## src/rtl/core/h2r_pkg.sv

```systemverilog
`timescale 1ns / 1ps

package h2r_pkg;

  // Field widths of the item on each side.
  localparam int HUE_W  = 16;
  localparam int FRAC_W = 13;
  localparam int CH_W   = 8;

  // Fixed-point scales: 4096 is 1.0 for fractions, 3840 hue units make 60 degrees.
  localparam int UNIT_ONE     = 4096;
  localparam int SECTOR_UNITS = 3840;
  localparam int HUE_PERIOD   = 2 * SECTOR_UNITS;
  localparam int HUE_WRAPS    = (2 ** HUE_W - 1) / HUE_PERIOD;
  localparam int WRAP_W       = $clog2(HUE_WRAPS + 1);

  // Internal widths of the datapath.
  localparam int A_W  = 14;  // 1 - |2L - 1|, signed
  localparam int AS_W = 28;  // chroma, signed
  localparam int HM_W = 13;  // hue modulo two sectors
  localparam int B_W  = 12;  // 1 - |h mod 2 - 1|, 0..3840
  localparam int D_W  = 30;  // 2L - chroma, signed
  localparam int N_W  = 42;  // channel numerator, signed
  localparam int T_W  = 51;  // scaled and biased numerator, signed

  // Final scaling: channel = floor(t / (15 * 2^32)), saturated at 255.
  localparam int          Q_SHIFT    = 32;
  localparam longint      ROUND_BIAS = 64'sd15 * (64'sd1 <<< 31);
  localparam int          SAT_LIMIT  = 256 * 15;
  localparam int          RECIP_15   = 4369;
  localparam int          U_W        = T_W - 1 - Q_SHIFT;
  localparam int          UQ_W       = 12;

  // Hue sectors, 60 degrees each; everything from 300 degrees up is the last.
  localparam logic [2:0] SEC_RED_YELLOW   = 3'd0;
  localparam logic [2:0] SEC_YELLOW_GREEN = 3'd1;
  localparam logic [2:0] SEC_GREEN_CYAN   = 3'd2;
  localparam logic [2:0] SEC_CYAN_BLUE    = 3'd3;
  localparam logic [2:0] SEC_BLUE_MAGENTA = 3'd4;
  localparam logic [2:0] SEC_MAGENTA_RED  = 3'd5;

  typedef logic signed [N_W-1:0] num_t;
  typedef logic signed [T_W-1:0] tnum_t;

endpackage

```

## src/rtl/core/hsl_to_rgb_converter.sv

```systemverilog
`timescale 1ns / 1ps

// Channel  Direction  Ports                         Item
// in_      slave      in_tvalid/in_tready/in_tdata  hue, saturation, lightness
// out_     master     out_tvalid/out_tready/out_tdata  red, green, blue
//
// One item per clock cycle is taken while the pipeline is not stalled by out_tready.
// Each item passes the seven register stages, cut around the two wide multipliers,
// the wide adds and the reciprocal divide by 15 in the last stage.
// Reset (rst_n low, synchronous) empties every stage; no result is pending after it.
// A stall on out_tready holds each full stage; empty stages still fill, so bubbles close up.
module hsl_to_rgb_converter (
  input  logic        clk,
  input  logic        rst_n,
  input  logic        in_tvalid,
  output logic        in_tready,
  input  logic [47:0] in_tdata,   // [15:0] hue, [28:16] saturation, [41:29] lightness
  output logic        out_tvalid,
  input  logic        out_tready,
  output logic [23:0] out_tdata   // [7:0] red, [15:8] green, [23:16] blue
);

  localparam int HUE_W  = h2r_pkg::HUE_W;
  localparam int FRAC_W = h2r_pkg::FRAC_W;
  localparam int CH_W   = h2r_pkg::CH_W;
  localparam int A_W    = h2r_pkg::A_W;
  localparam int AS_W   = h2r_pkg::AS_W;
  localparam int HM_W   = h2r_pkg::HM_W;
  localparam int B_W    = h2r_pkg::B_W;
  localparam int D_W    = h2r_pkg::D_W;
  localparam int N_W    = h2r_pkg::N_W;
  localparam int T_W    = h2r_pkg::T_W;
  localparam int U_W    = h2r_pkg::U_W;
  localparam int UQ_W   = h2r_pkg::UQ_W;
  localparam int WRAP_W = h2r_pkg::WRAP_W;

  // Unpack the input item.
  logic [HUE_W-1:0]  in_hue;
  logic [FRAC_W-1:0] in_sat;
  logic [FRAC_W-1:0] in_lig;

  assign in_hue = in_tdata[HUE_W-1:0];
  assign in_sat = in_tdata[HUE_W+FRAC_W-1:HUE_W];
  assign in_lig = in_tdata[HUE_W+2*FRAC_W-1:HUE_W+FRAC_W];

  // Stage valid bits and the ready chain from the output back to the input.
  logic s1_v_r, s2_v_r, s3_v_r, s4_v_r, s5_v_r, s6_v_r, out_v_r;
  logic s1_rdy, s2_rdy, s3_rdy, s4_rdy, s5_rdy, s6_rdy, out_rdy;

  assign out_rdy   = !out_v_r || out_tready;
  assign s6_rdy    = !s6_v_r  || out_rdy;
  assign s5_rdy    = !s5_v_r  || s6_rdy;
  assign s4_rdy    = !s4_v_r  || s5_rdy;
  assign s3_rdy    = !s3_v_r  || s4_rdy;
  assign s2_rdy    = !s2_v_r  || s3_rdy;
  assign s1_rdy    = !s1_v_r  || s2_rdy;
  assign in_tready = s1_rdy;

  always_ff @(posedge clk) begin
    if (!rst_n) begin
      s1_v_r  <= 1'b0;
      s2_v_r  <= 1'b0;
      s3_v_r  <= 1'b0;
      s4_v_r  <= 1'b0;
      s5_v_r  <= 1'b0;
      s6_v_r  <= 1'b0;
      out_v_r <= 1'b0;
    end else begin
      if (s1_rdy)  s1_v_r  <= in_tvalid;
      if (s2_rdy)  s2_v_r  <= s1_v_r;
      if (s3_rdy)  s3_v_r  <= s2_v_r;
      if (s4_rdy)  s4_v_r  <= s3_v_r;
      if (s5_rdy)  s5_v_r  <= s4_v_r;
      if (s6_rdy)  s6_v_r  <= s5_v_r;
      if (out_rdy) out_v_r <= s6_v_r;
    end
  end

  // Stage 1: 1 - |2L - 1|, hue sector and the number of whole 120-degree wraps.
  logic signed [A_W:0]   dl_nxt;
  logic [A_W-1:0]        dl_abs;
  logic signed [A_W:0]   a_full;
  logic [2:0]            sec_nxt;
  logic [WRAP_W-1:0]     wrap_nxt;

  always_comb begin
    dl_nxt = $signed({1'b0, in_lig, 1'b0}) - (A_W+1)'(h2r_pkg::UNIT_ONE);
    dl_abs = dl_nxt[A_W] ? A_W'(-dl_nxt) : A_W'(dl_nxt);
    a_full = (A_W+1)'(h2r_pkg::UNIT_ONE) - $signed({1'b0, dl_abs});
  end

  always_comb begin
    if (in_hue < HUE_W'(1 * h2r_pkg::SECTOR_UNITS)) begin
      sec_nxt = h2r_pkg::SEC_RED_YELLOW;
    end else if (in_hue < HUE_W'(2 * h2r_pkg::SECTOR_UNITS)) begin
      sec_nxt = h2r_pkg::SEC_YELLOW_GREEN;
    end else if (in_hue < HUE_W'(3 * h2r_pkg::SECTOR_UNITS)) begin
      sec_nxt = h2r_pkg::SEC_GREEN_CYAN;
    end else if (in_hue < HUE_W'(4 * h2r_pkg::SECTOR_UNITS)) begin
      sec_nxt = h2r_pkg::SEC_CYAN_BLUE;
    end else if (in_hue < HUE_W'(5 * h2r_pkg::SECTOR_UNITS)) begin
      sec_nxt = h2r_pkg::SEC_BLUE_MAGENTA;
    end else begin
      sec_nxt = h2r_pkg::SEC_MAGENTA_RED;
    end
  end

  always_comb begin
    wrap_nxt = '0;
    for (int k = 1; k <= h2r_pkg::HUE_WRAPS; k++) begin
      if (in_hue >= HUE_W'(k * h2r_pkg::HUE_PERIOD)) begin
        wrap_nxt = wrap_nxt + WRAP_W'(1);
      end
    end
  end

  logic [HUE_W-1:0]     s1_hue_r;
  logic [WRAP_W-1:0]    s1_wrap_r;
  logic [2:0]           s1_sec_r;
  logic signed [A_W-1:0] s1_a_r;
  logic [FRAC_W-1:0]    s1_sat_r;
  logic [FRAC_W-1:0]    s1_lig_r;

  always_ff @(posedge clk) begin
    if (s1_rdy) begin
      s1_hue_r  <= in_hue;
      s1_wrap_r <= wrap_nxt;
      s1_sec_r  <= sec_nxt;
      s1_a_r    <= a_full[A_W-1:0];
      s1_sat_r  <= in_sat;
      s1_lig_r  <= in_lig;
    end
  end

  // Stage 2: chroma = a * S, and the hue shape factor b = 1 - |h mod 2 - 1|.
  logic signed [AS_W-1:0] as_nxt;
  logic [HUE_W-1:0]       hm_full;
  logic signed [HM_W:0]   dh_nxt;
  logic [B_W-1:0]         dh_abs;
  logic [B_W-1:0]         b_nxt;

  always_comb begin
    as_nxt  = AS_W'(s1_a_r * $signed({1'b0, s1_sat_r}));
    hm_full = s1_hue_r - HUE_W'(s1_wrap_r) * HUE_W'(h2r_pkg::HUE_PERIOD);
    dh_nxt  = $signed({1'b0, hm_full[HM_W-1:0]}) - (HM_W+1)'(h2r_pkg::SECTOR_UNITS);
    dh_abs  = dh_nxt[HM_W] ? B_W'(-dh_nxt) : B_W'(dh_nxt);
    b_nxt   = B_W'(h2r_pkg::SECTOR_UNITS) - dh_abs;
  end

  logic signed [AS_W-1:0] s2_as_r;
  logic [B_W-1:0]         s2_b_r;
  logic [2:0]             s2_sec_r;
  logic [FRAC_W-1:0]      s2_lig_r;

  always_ff @(posedge clk) begin
    if (s2_rdy) begin
      s2_as_r  <= as_nxt;
      s2_b_r   <= b_nxt;
      s2_sec_r <= s1_sec_r;
      s2_lig_r <= s1_lig_r;
    end
  end

  // Stage 3: X term, C term and the lightness offset 2L - chroma.
  h2r_pkg::num_t          p_nxt;
  h2r_pkg::num_t          c_nxt;
  logic signed [D_W-1:0]  d_nxt;

  always_comb begin
    p_nxt = N_W'(s2_as_r * $signed({1'b0, s2_b_r}));
    c_nxt = (N_W'(s2_as_r) <<< 12) - (N_W'(s2_as_r) <<< 8);
    d_nxt = $signed({1'b0, s2_lig_r, 13'd0}) - D_W'(s2_as_r);
  end

  h2r_pkg::num_t         s3_p_r;
  h2r_pkg::num_t         s3_c_r;
  logic signed [D_W-1:0] s3_d_r;
  logic [2:0]            s3_sec_r;

  always_ff @(posedge clk) begin
    if (s3_rdy) begin
      s3_p_r   <= p_nxt;
      s3_c_r   <= c_nxt;
      s3_d_r   <= d_nxt;
      s3_sec_r <= s2_sec_r;
    end
  end

  // Stage 4: common offset m = 1920 * d, and the sector picks C, X or 0 per channel.
  h2r_pkg::num_t m_nxt;
  h2r_pkg::num_t k_nxt [3];

  always_comb begin
    m_nxt = (N_W'(s3_d_r) <<< 11) - (N_W'(s3_d_r) <<< 7);
    case (s3_sec_r)
      h2r_pkg::SEC_RED_YELLOW: begin
        k_nxt[0] = s3_c_r; k_nxt[1] = s3_p_r; k_nxt[2] = '0;
      end
      h2r_pkg::SEC_YELLOW_GREEN: begin
        k_nxt[0] = s3_p_r; k_nxt[1] = s3_c_r; k_nxt[2] = '0;
      end
      h2r_pkg::SEC_GREEN_CYAN: begin
        k_nxt[0] = '0;     k_nxt[1] = s3_c_r; k_nxt[2] = s3_p_r;
      end
      h2r_pkg::SEC_CYAN_BLUE: begin
        k_nxt[0] = '0;     k_nxt[1] = s3_p_r; k_nxt[2] = s3_c_r;
      end
      h2r_pkg::SEC_BLUE_MAGENTA: begin
        k_nxt[0] = s3_p_r; k_nxt[1] = '0;     k_nxt[2] = s3_c_r;
      end
      default: begin
        k_nxt[0] = s3_c_r; k_nxt[1] = '0;     k_nxt[2] = s3_p_r;
      end
    endcase
  end

  h2r_pkg::num_t s4_m_r;
  h2r_pkg::num_t s4_k_r [3];

  always_ff @(posedge clk) begin
    if (s4_rdy) begin
      s4_m_r <= m_nxt;
      for (int c = 0; c < 3; c++) begin
        s4_k_r[c] <= k_nxt[c];
      end
    end
  end

  // Stage 5: channel numerators.
  h2r_pkg::num_t s5_n_r [3];

  always_ff @(posedge clk) begin
    if (s5_rdy) begin
      for (int c = 0; c < 3; c++) begin
        s5_n_r[c] <= s4_m_r + s4_k_r[c];
      end
    end
  end

  // Stage 6: scale by 255 and add the half-up rounding bias.
  h2r_pkg::tnum_t s6_t_r [3];

  always_ff @(posedge clk) begin
    if (s6_rdy) begin
      for (int c = 0; c < 3; c++) begin
        s6_t_r[c] <= (T_W'(s5_n_r[c]) <<< 8) - T_W'(s5_n_r[c])
                     + T_W'(h2r_pkg::ROUND_BIAS);
      end
    end
  end

  // Stage 7: divide by 15 * 2^32 with a reciprocal, clamp below 0 and above 255.
  logic [U_W-1:0]      u_val  [3];
  logic [2*UQ_W+1:0]   q_prod [3];
  logic [CH_W-1:0]     ch_nxt [3];

  always_comb begin
    for (int c = 0; c < 3; c++) begin
      u_val[c]  = s6_t_r[c][T_W-2:h2r_pkg::Q_SHIFT];
      q_prod[c] = (2*UQ_W+2)'({1'b0, u_val[c][UQ_W-1:0]} + (UQ_W+1)'(1))
                  * (2*UQ_W+2)'(h2r_pkg::RECIP_15);
      if (s6_t_r[c][T_W-1]) begin
        ch_nxt[c] = '0;
      end else if (u_val[c] >= U_W'(h2r_pkg::SAT_LIMIT)) begin
        ch_nxt[c] = '1;
      end else begin
        ch_nxt[c] = q_prod[c][16+CH_W-1:16];
      end
    end
  end

  logic [CH_W-1:0] out_ch_r [3];

  always_ff @(posedge clk) begin
    if (out_rdy) begin
      for (int c = 0; c < 3; c++) begin
        out_ch_r[c] <= ch_nxt[c];
      end
    end
  end

  assign out_tvalid = out_v_r;
  assign out_tdata  = {out_ch_r[2], out_ch_r[1], out_ch_r[0]};

  // With the result side ready, the whole pipeline moves and takes an item.
  a_ready_passes : assert property (@(posedge clk) disable iff (!rst_n)
    out_tready |-> in_tready)
    else $error("input stalled although the output side is ready");

  // The input only stalls when every stage is full and the result is held.
  a_stall_only_full : assert property (@(posedge clk) disable iff (!rst_n)
    !in_tready |-> (s1_v_r && s2_v_r && s3_v_r && s4_v_r && s5_v_r && s6_v_r
                    && out_v_r && !out_tready))
    else $error("input stalled with an empty stage in the pipeline");

  // An item leaving the last stage becomes the shown result.
  a_last_stage_moves : assert property (@(posedge clk) disable iff (!rst_n)
    (s6_v_r && out_rdy) |=> out_tvalid)
    else $error("item lost between the last stage and the output");

  // A negative scaled red value clamps red to zero.
  a_red_clamps_low : assert property (@(posedge clk) disable iff (!rst_n)
    (s6_v_r && out_rdy && s6_t_r[0][T_W-1]) |=> (out_tdata[CH_W-1:0] == '0))
    else $error("negative red value not clamped to zero");

endmodule

```

## config.mk

```make
export PLATFORM = sky130hd
export DESIGN_NAME = hsl_to_rgb_converter
export DESIGN_NICKNAME = d
export VERILOG_FILES = /design/src/rtl/core/h2r_pkg.sv /design/src/rtl/core/hsl_to_rgb_converter.sv
export SDC_FILE = /design/constraint.sdc
export NUM_CORES = 2
export LEC_CHECK = 0
export CAP_MARGIN = 20
export CORE_MARGIN = 4
export CORE_UTILIZATION = 58
export CTS_CLUSTER_DIAMETER = 40
export CTS_CLUSTER_SIZE = 28
export DETAILED_ROUTE_END_ITERATION = 10
export DONT_BUFFER_PORTS = 1
export PLACE_DENSITY = 0.71
export SYNTH_ARGS = -nofsm -noshare
export SYNTH_HDL_FRONTEND = slang
export SYNTH_SLANG_ARGS = --single-unit
```

## constraint.sdc

```tcl
create_clock -name clk -period 8.9 [get_ports clk]
set_clock_uncertainty 0.1 [all_clocks]
set_input_delay 0 -clock clk [delete_from_list [all_inputs] [get_ports clk]]
set_output_delay 0 -clock clk [all_outputs]
set_load 0.02 [all_outputs]
```

==> key figures <==
Placed design
  – Post-Place Setup Slack: about 1.7 ns
  – Gpl congestion: 0.9275
  – I/O Buffers: 0
  – DP HPWL: 96540 um

Clock tree
  – Post-CTS Setup Bufs: 0
  – Clock transition at path regs: 0.05 ns
  – Clock Latency Late Sink: ~0.7 ns
  – CTS tree: done
  – CTS Hold Bufs: 81
  – Post-CTS Resized: 0
  – Clock Root Buffer: clkbuf_16
  – Clock Path Buffers: 3
  – Clock sinks: 576
  – CTS buffer count: 101
  – H-tree depth reported by CTS: 3

Critical path
  – Worst Path Required: 9.23 ns
  – CP max FO: 27
  – CP Cell Sequence: nand2_1, fa_1, inv_1, fa_1, fa_1, fa_1, inv_1, fa_1, inv_1, ha_1, nand4_1, a211oi_1, o2111a_1, nor4b_1, or3_1, nor4_1, o22ai_1, xnor2_1
  – CP max stage delay: 1.02 ns
  – Top cell by count, worst path: fa_1
  – Startpoint types: flop
  – Setup CP Type: reg -> reg
  – Crit path capture type: flop
  – CP max-delay cell: edfxtp_1
  – Worst Path Arrival: ~7.6 ns

Outcome
  – Status: completed

Routing
  – Initial DRC count: 2200
  – Wire per inst: 17.41 um
  – Drt drc: 0
  – Drt total wl: 121600 um
  – DRT Pass-1 Iters: 8
  – Routed vias/inst: 5.609
  – Via Count: 39180
  – Post-route ant nets: 0

Floorplanning
  – Die height: about 320 um
  – Starting Density: 0.5865
  – FP Rows: 114
  – Boundary pin count: 78
  – Die area: 103200 sq um
  – Die W: 321.2 um
  – Core ar.: approximately 97000 sq um

STA
  – Final Cycle Share: 0.8168
  – Fin crit period: 7.269 ns
  – RSZ-0062 raised after global routing: no
  – Min Hold Slack: between 0.04 and 0.05 ns
  – Slew Viols, Final: 0
  – Setup ws final: 1.631 ns
  – Relative slew slack: 0.2609
  – Fin Setup TNS: 0 ns
  – F_max: 137.6 MHz
  – Final number of setup-violating endpoints: 0
  – Worst-margin pin slew: 1.109 ns
  – Endpoints failing hold: 0

Finish
  – N_diodes: 0
  – Share of layout cells above drive strength 1: 0.04397
  – Most common cell after layout, fill and taps aside: inv_1
  – Layout Nets: 6900
  – Synth-to-layout area growth: 9.868%
  – Most frequent cells in the layout: inv_1 (909), ha_1 (745), edfxtp_1 (569), fa_1 (482), nand2_1 (406)

Synth
  – Synth Register Bits: roughly 580
  – Top FF cell, synth: edfxtp_1
  – Number of synthesized flops with an enable pin: 569
  – Synth top area share: 0.3003
  – Ranking of synthesized cells by area: edfxtp_1 (30%), fa_1 (17%), ha_1 (16%)
  – Netlist cell types: 88
  – Synth warnings: 0
  – Synthesized area: 56890 sq um
  – Ys async rst share: 0
  – Post-synthesis net count: 6835
  – Synthesized instance count: 5556
  – Avg Cell Area, Syn: 10.24 sq um
  – Sequential area share after synthesis: 0.3028
  – Cell taking the most area after synthesis: edfxtp_1

Global routing
  – Total GRT Usage: 0.2418
  – First-pass GRT wire length: 202100 um
  – Initial antenna violation count: 0
  – Largest net degree at the start of global routing: 91
  – Gr ovfl total: 0
  – Vias in the first global route: 40612

Job
  – MaxCap Viol Count: 0

Hold path
  – Worst hold path type: in -> reg
[cells by family after synthesis]
kind of cell               Yosys count  synth area share
and+or+nand+nor                   1341            0.1180
adders and majority gates         1227            0.3335
buffers and inverters             1046           0.06917
AOI/OAI and AO/OA                  983            0.1169
DFF                                576            0.3028
xor gates and xnor gates           373           0.05776
muxes                               10          0.001914
[critical path: cells and delay by family, from the launching register on]
kind / cells / cell delay (ns)
AO/OA/AOI/OAI: 3 / 1.01
XOR/XNOR: 1 / 0.16
adder cells (fa/ha/maj): 6 / 2.99
buffers and inverters: 3 / 0.14
flip-flops: 1 / 1.02
AND/OR/NAND/NOR: 5 / 1.56
[sequential cells by signal (all words and copies together) (netlist names), 3 cells and up]
register / flops
s2_lig_r: 13
s4_m_r: 33
s1_hue_r: 13
s3_c_r: 28
s4_k_r: 120
s5_n_r: 123
s1_lig_r: 12
s1_sec_r: 3
s2_as_r: 27
s2_b_r: 12
s1_sat_r: 13
s3_p_r: 40
out_ch_r: 24
s6_t_r: 57
s1_wrap_r: 4
s3_d_r: 28
s2_sec_r: 3
s3_sec_r: 3
s1_a_r: 13
[cells in the mapped netlist (34+ instances only)]
cell type / number
nand2_1: 409
nor2_1: 239
and3_1: 39
nand2b_1: 47
xor2_1: 128
edfxtp_1: 569
o21ai_0: 120
o21a_1: 49
fa_1: 482
a22o_1: 98
nand4_1: 34
ha_1: 745
xnor2_1: 244
a21oi_1: 267
nor2b_1: 40
and2_1: 291
nor3_1: 64
inv_1: 912
nand3_1: 79
clkbuf_1: 126
a21o_1: 146
[stage by stage]
stage               utilization  instances  cell area, sq um
floorplan                     -       5556             56890
global placement         0.5991       6711             58110
detailed placement       0.5992       6712             58120
CTS                      0.6441       6984             62480
global route             0.6444       6985             62500
finish                   0.6444       6985             62500
[final timing paths]
kind,slack [ns],to,from,cells after the start
worst max-delay path,1.63,s3_p_r[37],s2_b_r[9],18
worst min-delay path,0.05,s1_sec_r[1],in_tdata[14],3
worst max register to register,1.63,s3_p_r[37],s2_b_r[9],18
worst min register to register,0.30,s5_n_r[0][44],s4_k_r[0][44],0
[area by class of cell]
type | count | area, sq um
multi-input combinational | 3934 | 35760
fill | 7631 | 34490
sequential | 576 | 17230
inverter | 913 | 3435
clock buffer | 115 | 2695
tap | 1276 | 1597
timing repair buffer | 95 | 933.4
clock inverter | 76 | 853.3
[metal layers]
layer | track usage | wire, um | vias up
li1 | - | - | 19086
met1 | 0.3037 | 51680 | 19001
met2 | 0.4314 | 60970 | 833
met3 | 0.03171 | 4693 | 260
met4 | 0.08395 | 4286 | 0
met5 | 0 | 0 | -
Power is left out: the tool's default activity adds up to more than one toggle a clock period on the data nets, which glitch-free logic cannot reach.
